## config.mk

```make
export PLATFORM = sky130hd
export DESIGN_NAME = record_quicksort_by_key
export DESIGN_NICKNAME = d
export VERILOG_FILES = /design/src/rtl/core/qsk_pkg.sv /design/src/rtl/core/qsk_rec_ram.sv /design/src/rtl/core/qsk_stack_ram.sv /design/src/rtl/core/record_quicksort_by_key.sv
export SDC_FILE = /design/constraint.sdc
export NUM_CORES = 2
export LEC_CHECK = 0
export ABC_AREA = 1
export CAP_MARGIN = 25
export CORE_MARGIN = 4
export CORE_UTILIZATION = 35
export DETAILED_ROUTE_END_ITERATION = 7
export DONT_BUFFER_PORTS = 1
export REMOVE_ABC_BUFFERS = 1
export SETUP_SLACK_MARGIN = 0.4
export SLEW_MARGIN = 20
export SYNTH_ARGS = -nofsm -noshare
export SYNTH_HDL_FRONTEND = slang
export SYNTH_SLANG_ARGS = --single-unit
```

## constraint.sdc

```tcl
create_clock -name clock -period 5.5 [get_ports clock]
set_clock_uncertainty 0.2 [all_clocks]
set_input_delay 0 -clock clock [delete_from_list [all_inputs] [get_ports clock]]
set_output_delay 0 -clock clock [all_outputs]
set_load 0.01 [all_outputs]
```

## src/rtl/core/qsk_pkg.sv

```systemverilog
package qsk_pkg;

   // default build parameters
   localparam int QSK_DEPTH   = 64;
   localparam int QSK_ID_BITS = 20;

   // fixed field widths on the stream ports
   localparam int ID_W     = 20;
   localparam int RATING_W = 9;
   localparam int SWAP_W   = 12;
   localparam int PART_W   = 6;

   localparam int REQ_DATA_W = 32;
   localparam int RSP_DATA_W = 48;
   localparam int RSP_PAD_W  = RSP_DATA_W - (ID_W + RATING_W + SWAP_W + PART_W);

   localparam logic [SWAP_W-1:0] SWAP_MAX = {SWAP_W{1'b1}};

   // memory port strobes
   typedef struct packed {
      logic wr_en;
      logic rd_en;
   } ram_ctl_type;

   // sort sequencer states
   typedef enum logic [3:0] {
      S_LOAD,
      S_POP,
      S_POPW,
      S_PIVOT,
      S_PIVCAP,
      S_READ,
      S_EVAL,
      S_READ2,
      S_SWAP1,
      S_SWAP2,
      S_FSWAP1,
      S_FSWAP2,
      S_PDONE,
      S_PUSH2,
      S_EMIT_RD,
      S_EMIT
   } state_type;

endpackage

```

## src/rtl/core/qsk_rec_ram.sv

```systemverilog
module qsk_rec_ram #(
   parameter int DEPTH = qsk_pkg::QSK_DEPTH,
   parameter int WIDTH = qsk_pkg::QSK_ID_BITS + qsk_pkg::RATING_W
) (
   input  logic                       clock,
   input  qsk_pkg::ram_ctl_type       ctl,
   input  logic [$clog2(DEPTH)-1:0]   waddr,
   input  logic [WIDTH-1:0]           wdata,
   input  logic [$clog2(DEPTH)-1:0]   raddr_a,
   input  logic [$clog2(DEPTH)-1:0]   raddr_b,
   output logic [WIDTH-1:0]           rdata_a,
   output logic [WIDTH-1:0]           rdata_b
);
   import qsk_pkg::*;

   logic [WIDTH-1:0] mem_ff [DEPTH];
   logic [WIDTH-1:0] rdata_a_ff;
   logic [WIDTH-1:0] rdata_b_ff;

   // one write port, two registered read ports
   always_ff @(posedge clock) begin
      if (ctl.wr_en) begin
         mem_ff[waddr] <= wdata;
      end
      if (ctl.rd_en) begin
         rdata_a_ff <= mem_ff[raddr_a];
         rdata_b_ff <= mem_ff[raddr_b];
      end
   end

   assign rdata_a = rdata_a_ff;
   assign rdata_b = rdata_b_ff;

endmodule

```

## src/rtl/core/qsk_stack_ram.sv

```systemverilog
module qsk_stack_ram #(
   parameter int DEPTH = qsk_pkg::QSK_DEPTH,
   parameter int WIDTH = 2 * $clog2(qsk_pkg::QSK_DEPTH)
) (
   input  logic                       clock,
   input  qsk_pkg::ram_ctl_type       ctl,
   input  logic [$clog2(DEPTH)-1:0]   waddr,
   input  logic [WIDTH-1:0]           wdata,
   input  logic [$clog2(DEPTH)-1:0]   raddr,
   output logic [WIDTH-1:0]           rdata
);
   import qsk_pkg::*;

   logic [WIDTH-1:0] mem_ff [DEPTH];
   logic [WIDTH-1:0] rdata_ff;

   // range stack storage, registered read
   always_ff @(posedge clock) begin
      if (ctl.wr_en) begin
         mem_ff[waddr] <= wdata;
      end
      if (ctl.rd_en) begin
         rdata_ff <= mem_ff[raddr];
      end
   end

   assign rdata = rdata_ff;

endmodule

```

## src/rtl/core/record_quicksort_by_key.sv

```systemverilog
// loading takes one record per cycle; the beat marked last starts the sort
// sort: range pop S_POP, S_POPW; pivot fetch S_PIVOT, S_PIVCAP; scan step S_READ, S_EVAL;
// a swap adds S_READ2, S_SWAP1, S_SWAP2; closing pivot swap S_FSWAP1, S_FSWAP2;
// partition end S_PDONE, S_PUSH2; each result is a memory read, then a beat
// reset is synchronous and clears the sequencer, counters and stack pointer;
// record and stack memories are not cleared, so no clearing pass is needed
module record_quicksort_by_key #(
   parameter int DEPTH   = qsk_pkg::QSK_DEPTH,
   parameter int ID_BITS = qsk_pkg::QSK_ID_BITS
) (
   input  logic                              clock,
   input  logic                              reset,
   input  logic                              req_tvalid,
   output logic                              req_tready,
   // [19:0] record_id, [28:20] rating, [31:29] zero
   input  logic [qsk_pkg::REQ_DATA_W-1:0]    req_tdata,
   input  logic                              req_tlast,
   output logic                              rsp_tvalid,
   input  logic                              rsp_tready,
   // [19:0] sorted_id, [28:20] sorted_rating, [40:29] swap_total,
   // [46:41] partition_total, [47] zero
   output logic [qsk_pkg::RSP_DATA_W-1:0]    rsp_tdata,
   output logic                              rsp_tlast
);
   import qsk_pkg::*;

   localparam int IDX_W = $clog2(DEPTH);
   localparam int CNT_W = $clog2(DEPTH + 1);
   localparam int REC_W = ID_BITS + RATING_W;
   localparam int STK_W = 2 * IDX_W;

   state_type state_ff, state_in;

   logic [CNT_W-1:0]  count_ff, count_in;
   logic [CNT_W-1:0]  top_ff, top_in;
   logic [CNT_W-1:0]  k_ff, k_in;
   logic [IDX_W-1:0]  lo_ff, lo_in;
   logic [IDX_W-1:0]  hi_ff, hi_in;
   logic [IDX_W-1:0]  i_ff, i_in;
   logic [IDX_W-1:0]  j_ff, j_in;
   logic [REC_W-1:0]  piv_ff, piv_in;
   logic [SWAP_W-1:0] swap_ff, swap_in;
   logic [PART_W-1:0] part_ff, part_in;

   // record memory port
   ram_ctl_type       rec_ctl;
   logic [IDX_W-1:0]  rec_waddr;
   logic [REC_W-1:0]  rec_wdata;
   logic [IDX_W-1:0]  rec_raddr_a;
   logic [IDX_W-1:0]  rec_raddr_b;
   logic [REC_W-1:0]  rec_rdata_a;
   logic [REC_W-1:0]  rec_rdata_b;

   // stack memory port
   ram_ctl_type       stk_ctl;
   logic [IDX_W-1:0]  stk_waddr;
   logic [STK_W-1:0]  stk_wdata;
   logic [IDX_W-1:0]  stk_raddr;
   logic [STK_W-1:0]  stk_rdata;

   // helpers
   logic [ID_BITS-1:0]  id_keep;
   logic [RATING_W-1:0] rating_in;
   logic [CNT_W-1:0]    n_new;
   logic [CNT_W-1:0]    n_dec;
   logic [CNT_W-1:0]    top_dec;
   logic [CNT_W-1:0]    k_inc;
   logic [IDX_W-1:0]    pop_lo;
   logic [IDX_W-1:0]    pop_hi;
   logic [IDX_W-1:0]    j_nxt;
   logic [IDX_W-1:0]    i_nxt;
   logic [IDX_W-1:0]    i_dec;
   logic [IDX_W:0]      i_nxt_w;
   logic [IDX_W:0]      lo_nxt_w;
   logic [RATING_W-1:0] key_i;
   logic [RATING_W-1:0] key_j;
   logic [RATING_W-1:0] key_p;
   logic                fin;

   assign id_keep   = ID_BITS'(req_tdata[ID_W-1:0]);
   assign rating_in = req_tdata[ID_W +: RATING_W];
   assign top_dec   = top_ff - CNT_W'(1);
   assign k_inc     = k_ff + CNT_W'(1);
   assign pop_lo    = stk_rdata[STK_W-1:IDX_W];
   assign pop_hi    = stk_rdata[IDX_W-1:0];
   assign j_nxt     = j_ff + IDX_W'(1);
   assign i_nxt     = i_ff + IDX_W'(1);
   assign i_dec     = i_ff - IDX_W'(1);
   assign i_nxt_w   = (IDX_W+1)'(i_ff) + (IDX_W+1)'(1);
   assign lo_nxt_w  = (IDX_W+1)'(lo_ff) + (IDX_W+1)'(1);
   assign key_i     = rec_rdata_a[REC_W-1:ID_BITS];
   assign key_j     = rec_rdata_b[REC_W-1:ID_BITS];
   assign key_p     = piv_ff[REC_W-1:ID_BITS];
   assign fin       = (k_inc == count_ff);

   qsk_rec_ram #(
      .DEPTH (DEPTH),
      .WIDTH (REC_W)
   ) u_rec_ram (
      .clock   (clock),
      .ctl     (rec_ctl),
      .waddr   (rec_waddr),
      .wdata   (rec_wdata),
      .raddr_a (rec_raddr_a),
      .raddr_b (rec_raddr_b),
      .rdata_a (rec_rdata_a),
      .rdata_b (rec_rdata_b)
   );

   qsk_stack_ram #(
      .DEPTH (DEPTH),
      .WIDTH (STK_W)
   ) u_stack_ram (
      .clock (clock),
      .ctl   (stk_ctl),
      .waddr (stk_waddr),
      .wdata (stk_wdata),
      .raddr (stk_raddr),
      .rdata (stk_rdata)
   );

   // state and counters
   always_ff @(posedge clock) begin
      if (reset) begin
         state_ff <= S_LOAD;
         count_ff <= '0;
         top_ff   <= '0;
         k_ff     <= '0;
         lo_ff    <= '0;
         hi_ff    <= '0;
         i_ff     <= '0;
         j_ff     <= '0;
         swap_ff  <= '0;
         part_ff  <= '0;
      end else begin
         state_ff <= state_in;
         count_ff <= count_in;
         top_ff   <= top_in;
         k_ff     <= k_in;
         lo_ff    <= lo_in;
         hi_ff    <= hi_in;
         i_ff     <= i_in;
         j_ff     <= j_in;
         swap_ff  <= swap_in;
         part_ff  <= part_in;
      end
   end

   // pivot record
   always_ff @(posedge clock) begin
      piv_ff <= piv_in;
   end

   // sequencer: load, partition loop comparing against the pivot key, emit
   always_comb begin
      state_in    = state_ff;
      count_in    = count_ff;
      top_in      = top_ff;
      k_in        = k_ff;
      lo_in       = lo_ff;
      hi_in       = hi_ff;
      i_in        = i_ff;
      j_in        = j_ff;
      piv_in      = piv_ff;
      swap_in     = swap_ff;
      part_in     = part_ff;
      rec_ctl     = '0;
      rec_waddr   = i_ff;
      rec_wdata   = rec_rdata_b;
      rec_raddr_a = i_ff;
      rec_raddr_b = j_ff;
      stk_ctl     = '0;
      stk_waddr   = top_ff[IDX_W-1:0];
      stk_wdata   = {i_nxt, hi_ff};
      stk_raddr   = top_dec[IDX_W-1:0];
      req_tready  = 1'b0;
      rsp_tvalid  = 1'b0;
      n_new       = count_ff;
      n_dec       = count_ff - CNT_W'(1);

      case (state_ff)
         S_LOAD: begin
            req_tready = 1'b1;
            if (count_ff < CNT_W'(DEPTH)) begin
               n_new = count_ff + CNT_W'(1);
            end
            n_dec = n_new - CNT_W'(1);
            if (req_tvalid) begin
               // store the record unless the store is full
               if (count_ff < CNT_W'(DEPTH)) begin
                  rec_ctl.wr_en = 1'b1;
                  rec_waddr     = count_ff[IDX_W-1:0];
                  rec_wdata     = {rating_in, id_keep};
               end
               count_in = n_new;
               if (req_tlast) begin
                  swap_in = '0;
                  part_in = '0;
                  k_in    = '0;
                  if (n_new < CNT_W'(2)) begin
                     state_in = S_EMIT_RD;
                  end else begin
                     // whole set as the first range
                     stk_ctl.wr_en = 1'b1;
                     stk_waddr     = '0;
                     stk_wdata     = {IDX_W'(0), n_dec[IDX_W-1:0]};
                     top_in        = CNT_W'(1);
                     state_in      = S_POP;
                  end
               end
            end
         end
         S_POP: begin
            if (top_ff == '0) begin
               state_in = S_EMIT_RD;
            end else begin
               stk_ctl.rd_en = 1'b1;
               top_in        = top_dec;
               state_in      = S_POPW;
            end
         end
         S_POPW: begin
            // skip empty or out-of-set ranges
            if (pop_lo >= pop_hi || CNT_W'(pop_hi) >= count_ff) begin
               state_in = S_POP;
            end else begin
               lo_in    = pop_lo;
               hi_in    = pop_hi;
               i_in     = pop_lo;
               j_in     = pop_lo;
               state_in = S_PIVOT;
            end
         end
         S_PIVOT: begin
            rec_ctl.rd_en = 1'b1;
            rec_raddr_a   = hi_ff;
            state_in      = S_PIVCAP;
         end
         S_PIVCAP: begin
            piv_in   = rec_rdata_a;
            state_in = S_READ;
         end
         S_READ: begin
            rec_ctl.rd_en = 1'b1;
            state_in      = S_EVAL;
         end
         S_EVAL: begin
            if (key_i <= key_p && key_j <= key_p) begin
               // both in the low part: advance together
               i_in     = i_nxt;
               j_in     = j_nxt;
               state_in = (j_nxt == hi_ff) ? S_PDONE : S_READ;
            end else if (key_j > key_p) begin
               if (j_nxt == hi_ff) begin
                  state_in = S_FSWAP1;
               end else begin
                  j_in     = j_nxt;
                  state_in = S_READ2;
               end
            end else begin
               state_in = S_PDONE;
            end
         end
         S_READ2: begin
            rec_ctl.rd_en = 1'b1;
            state_in      = S_SWAP1;
         end
         S_SWAP1: begin
            rec_ctl.wr_en = 1'b1;
            rec_waddr     = i_ff;
            rec_wdata     = rec_rdata_b;
            swap_in       = (swap_ff == SWAP_MAX) ? swap_ff : swap_ff + SWAP_W'(1);
            state_in      = S_SWAP2;
         end
         S_SWAP2: begin
            rec_ctl.wr_en = 1'b1;
            rec_waddr     = j_ff;
            rec_wdata     = rec_rdata_a;
            if (key_j <= key_p) begin
               i_in = i_nxt;
            end
            state_in = S_READ;
         end
         S_FSWAP1: begin
            // pivot moves to i
            rec_ctl.wr_en = 1'b1;
            rec_waddr     = i_ff;
            rec_wdata     = piv_ff;
            swap_in       = (swap_ff == SWAP_MAX) ? swap_ff : swap_ff + SWAP_W'(1);
            state_in      = S_FSWAP2;
         end
         S_FSWAP2: begin
            rec_ctl.wr_en = 1'b1;
            rec_waddr     = hi_ff;
            rec_wdata     = rec_rdata_a;
            state_in      = S_PDONE;
         end
         S_PDONE: begin
            part_in = part_ff + PART_W'(1);
            // upper subrange
            if (i_nxt_w < (IDX_W+1)'(hi_ff) && top_ff < CNT_W'(DEPTH)) begin
               stk_ctl.wr_en = 1'b1;
               stk_wdata     = {i_nxt, hi_ff};
               top_in        = top_ff + CNT_W'(1);
            end
            state_in = S_PUSH2;
         end
         S_PUSH2: begin
            // lower subrange, popped first
            if ((IDX_W+1)'(i_ff) > lo_nxt_w && top_ff < CNT_W'(DEPTH)) begin
               stk_ctl.wr_en = 1'b1;
               stk_wdata     = {lo_ff, i_dec};
               top_in        = top_ff + CNT_W'(1);
            end
            state_in = S_POP;
         end
         S_EMIT_RD: begin
            rec_ctl.rd_en = 1'b1;
            rec_raddr_a   = k_ff[IDX_W-1:0];
            state_in      = S_EMIT;
         end
         S_EMIT: begin
            rsp_tvalid = 1'b1;
            if (rsp_tready) begin
               k_in = k_inc;
               if (fin) begin
                  count_in = '0;
                  state_in = S_LOAD;
               end else begin
                  state_in = S_EMIT_RD;
               end
            end
         end
         default: begin
            state_in = S_LOAD;
         end
      endcase
   end

   // result beat
   assign rsp_tlast = fin;
   assign rsp_tdata = {
      {RSP_PAD_W{1'b0}},
      fin ? part_ff : PART_W'(0),
      fin ? swap_ff : SWAP_W'(0),
      rec_rdata_a[REC_W-1:ID_BITS],
      ID_W'(rec_rdata_a[ID_BITS-1:0])
   };

   // scan indexes stay ordered inside the range
   a_scan_order: assert property (@(posedge clock) disable iff (reset)
      (state_ff == S_EVAL) |-> (i_ff <= j_ff && j_ff < hi_ff))
      else $error("scan indexes out of order");

   // a partitioned range is non-empty and inside the loaded set
   a_range_ok: assert property (@(posedge clock) disable iff (reset)
      (state_ff == S_PIVOT) |-> (lo_ff < hi_ff && CNT_W'(hi_ff) < count_ff))
      else $error("bad range popped");

   // the final beat empties the store and reopens the input
   a_run_end: assert property (@(posedge clock) disable iff (reset)
      (rsp_tvalid && rsp_tready && rsp_tlast) |=> (req_tready && count_ff == '0))
      else $error("run did not close after final beat");

   // no input beat taken while results are pending
   a_no_overlap: assert property (@(posedge clock) disable iff (reset)
      rsp_tvalid |-> !req_tready)
      else $error("input open during emit");

   // stack pointer never passes the depth
   a_stack_bound: assert property (@(posedge clock) disable iff (reset)
      (top_ff != $past(top_ff)) |-> (top_ff <= CNT_W'(DEPTH)))
      else $error("range stack overflow");

endmodule

```

==> impl_metrics.ini <==
[clock_network]
cts.clk_slew.worst_paths_ps = 60
cts_num_sinks = 2790
post-cts-setup-buffers = 0
clk_latency_ps = 900
holdBufCountCts = 45
clock_path_buffers = 4
cts-resized-gates = 0
cts_buffers = 296
cts_max_level = 5
cts_root_buf = clkbuf_16
cts_tree = done

[worst_setup_path]
crit_slowest_cell = nor2_4
required_ps = 5850
crit_cells = 13
crit_arrival_ps = 4840
cp_max_fo = 34
critPathLaunchType = flip-flop
path_delay_family = simple AND/OR/NAND/NOR gates
critPathCaptureType = flip-flop
worstSetupPathType = reg -> reg
reg2regPathDepth = 13
crit_chain = inv_1, nand2_1, nor2_2, buf_4, inv_2, nor2_4, buf_4, a21oi_1, o21a_1, inv_1, nand2_1, nor2_4, buf_4
slowest_delay_ps = 790
cp_common_cell = buf_4
critPathBufInv = 6

[global_routing]
antenna_found_initial = 14
grt_max_degree = 209
grt_pass1_wl_um = 682000
grt_overflow = 0
grt_pass1_vias = 101669
track_usage_pct = 22.7

[yosys]
synth_edf_count = 2723
synthesis.area_sq_mm = 0.137
ys_seq_area_share_pct = 60.7
async_reset_ff_share_pct = 0
yosysUniqueCellTypes = 51
yosys_most_used_dff = edfxtp_1
syn_area_per_cell_sq_um = 9.62
synth_cells = 14237
synth-seq-cells = 2790
synth_warnings = 0

[place]
portBuffers = 0
gp_congestion = 0.910
place_hpwl_um = 253000

[die]
fp.coreArea_sq_mm = 0.389
die_w_um = 633
pin_count = 88
rows = 229
initial_utilization_pct = 35.2
dieArea_sq_mm = 0.401
die_h_um = 633

[drt]
drt_wl_total_um = 473000
ant_nets = 0
num_vias = 108846
drtPass1Iterations = 8
vias_per_cell = 5.62
drc = 1
initialDrtViolationCount = 14333
routedWlPerCell_um = 24.4

[outcome]
status = finished, violations left
violations = DRC

[timing]
final_max_slew_viol_count = 0
tightest_slew_ps = 1170
timing.fmax_ghz = 0.222
slew_headroom_pct = 21.7
min_period_ps = 4490
finalSetupViolations = 0
rsz0062_at_grt = false
min_period_over_period_pct = 81.7
hold_viol = 0
fin_tns_setup_ps = 0

[layout]
utilization_pct = 39.5
fillers = 37296
syn_to_final_growth_pct = 12.4
num-nets-final = 14007
drive_above_1_share_pct = 6.60

[power]
power.leakage_nw = 56.1
ir_worst_vdd_mv = 0.480
powerDensity_mw_per_mm2 = 473

[flow_run]
maxCapViolations = 0

[min_path]
worst_hold_path_type = in -> reg
hold_depth = 4
==> final cells by class <==
type / count / area [sq um] / area share [%]
Timing Repair Buffer: 422 / 4390 / 2.86
Clock buffer: 344 / 7690 / 5.00
Antenna cell: 11 / 27.5 / 0.0179
Clock inverter: 184 / 1670 / 1.08
Tap cell: 5197 / 6500 / 4.23
Multi-Input combinational cell: 8768 / 44200 / 28.8
Inverter: 1639 / 6220 / 4.04
Sequential cell: 2790 / 83100 / 54.0
==> metal layers <==
| layer | global-route usage, % | share of wire (%) |
|---|---|---|
| met5 | 0 | 0.0027 |
| met4 | 12.8 | 6.2 |
| met3 | 4.11 | 9.9 |
| met2 | 36.1 | 45 |
| met1 | 29.2 | 38 |
==> synthesized netlist by cell type (all sizes together), types with 3 or more instances <==
cell type  number  area, sq um
edfxtp       2723        81800
nand2        1911         7180
o21ai        1856         9290
a31oi           4         25.0
nand3b        292         2190
xor2           19          166
or2             3         18.8
ha             53          663
o21bai          3         22.5
o32ai          48          420
nor3           23          120
o211ai        122          916
buf           384         1830
o21a            8         60.1
o22ai          50          313
inv          1638         6150
nor2         1167         4400
nand4          51          319
xnor2           6         52.6
dfxtp          67         1340
clkbuf        656         2460
o2111ai         8         70.1
nand3        2170        10900
a22oi           7         52.6
a221oi         14          123
a21oi         634         3190
nor3b           3         22.5
o221ai        169         1480
o31ai          21          158
mux2i         120         1200
==> logic make-up after synthesis <==
group	count (synthesis)	synth area share (%)
AO/OA/AOI/OAI	2948	11.8
adder cells (fa/ha/maj)	53	0.484
XOR/XNOR	25	0.160
AND/OR/NAND/NOR	5621	18.3
flip-flops	2790	60.7
other	1	0.00274
multiplexers	120	0.877
buffers and inverters	2679	7.63
==> worst paths after layout <==
check                            from                                 end  slack, ps
min                        req_tvalid             part_ff[1]$_SDFFE_PP0P_         80
max reg2reg  state_ff[2]$_SDFFE_PP0P_  u_rec_ram.mem_ff[31][12]$_DFFE_PP_       1010
min reg2reg   part_ff[5]$_SDFFE_PP0P_             part_ff[5]$_SDFFE_PP0P_        280
max          state_ff[2]$_SDFFE_PP0P_  u_rec_ram.mem_ff[31][12]$_DFFE_PP_       1010
==> report_power, final <==
group	internal (mW)	leakage (nW)	total [mW]	switching, mW
Clock	11.2	4.59	19.7	8.56
Sequential	27.7	25.2	28.2	0.531
Combinational	6.18	26.3	24.9	18.7
Total	45.0	56.1	72.8	27.8
==> registers in the layout (all words and copies together) (netlist names) <==
| signal | count |
|---|---|
| hi_ff | 6 |
| u_stack_ram.rdata | 12 |
| state_ff | 4 |
| swap_ff | 12 |
| j_ff | 6 |
| piv_ff | 29 |
| u_rec_ram.mem_ff | 1856 |
| top_ff | 7 |
| u_stack_ram.mem_ff | 768 |
| lo_ff | 6 |
| k_ff | 7 |
| part_ff | 6 |
| count_ff | 7 |
| u_rec_ram.rdata_b | 29 |
| i_ff | 6 |
| u_rec_ram.rdata_a | 29 |
==> tightest hold or removal path, delay by kind of cell <==
kind            cells  cell delay [ps]
simple gates        2              430
buf+inv             1              550
compound gates      1              120
==> metrics by stage <==
| step | instance area (sq um) | worst slack, ps | power, mW | std cells | hold slack [ps] |
|---|---|---|---|---|---|
| floorplan | 133000 | -54680 | 44.7 | 13197 | -131 |
| global placement | 144000 | 1060 | 52.6 | 18766 | -124 |
| detailed placement | 144000 | 1050 | 52.9 | 18769 | -122 |
| CTS | 154000 | 1070 | 72.5 | 19342 | 23.8 |
| global route | 154000 | 809 | 75.6 | 19350 | 78.3 |
| finish | 154000 | 1010 | 72.8 | 19355 | 81.8 |
==> cell usage in the layout (no fill, tap or decap), drive strengths merged, types with 14 or more instances in the layout <==
cell            n
dfxtp          67
nor3           23
xor2           19
buf           379
clkinv        145
a21oi         634
a221oi         14
o31ai          21
nand4          51
bufinv         23
clkbuf        344
ha             53
o22ai          50
edfxtp       2723
dlygate4sd3    43
nand2        1911
mux2i         120
o32ai          48
nor2         1167
nand3b        292
o21ai        1856
o211ai        122
o221ai        169
inv          1647
nand3        2170
(Power assumes the default switching activity.)
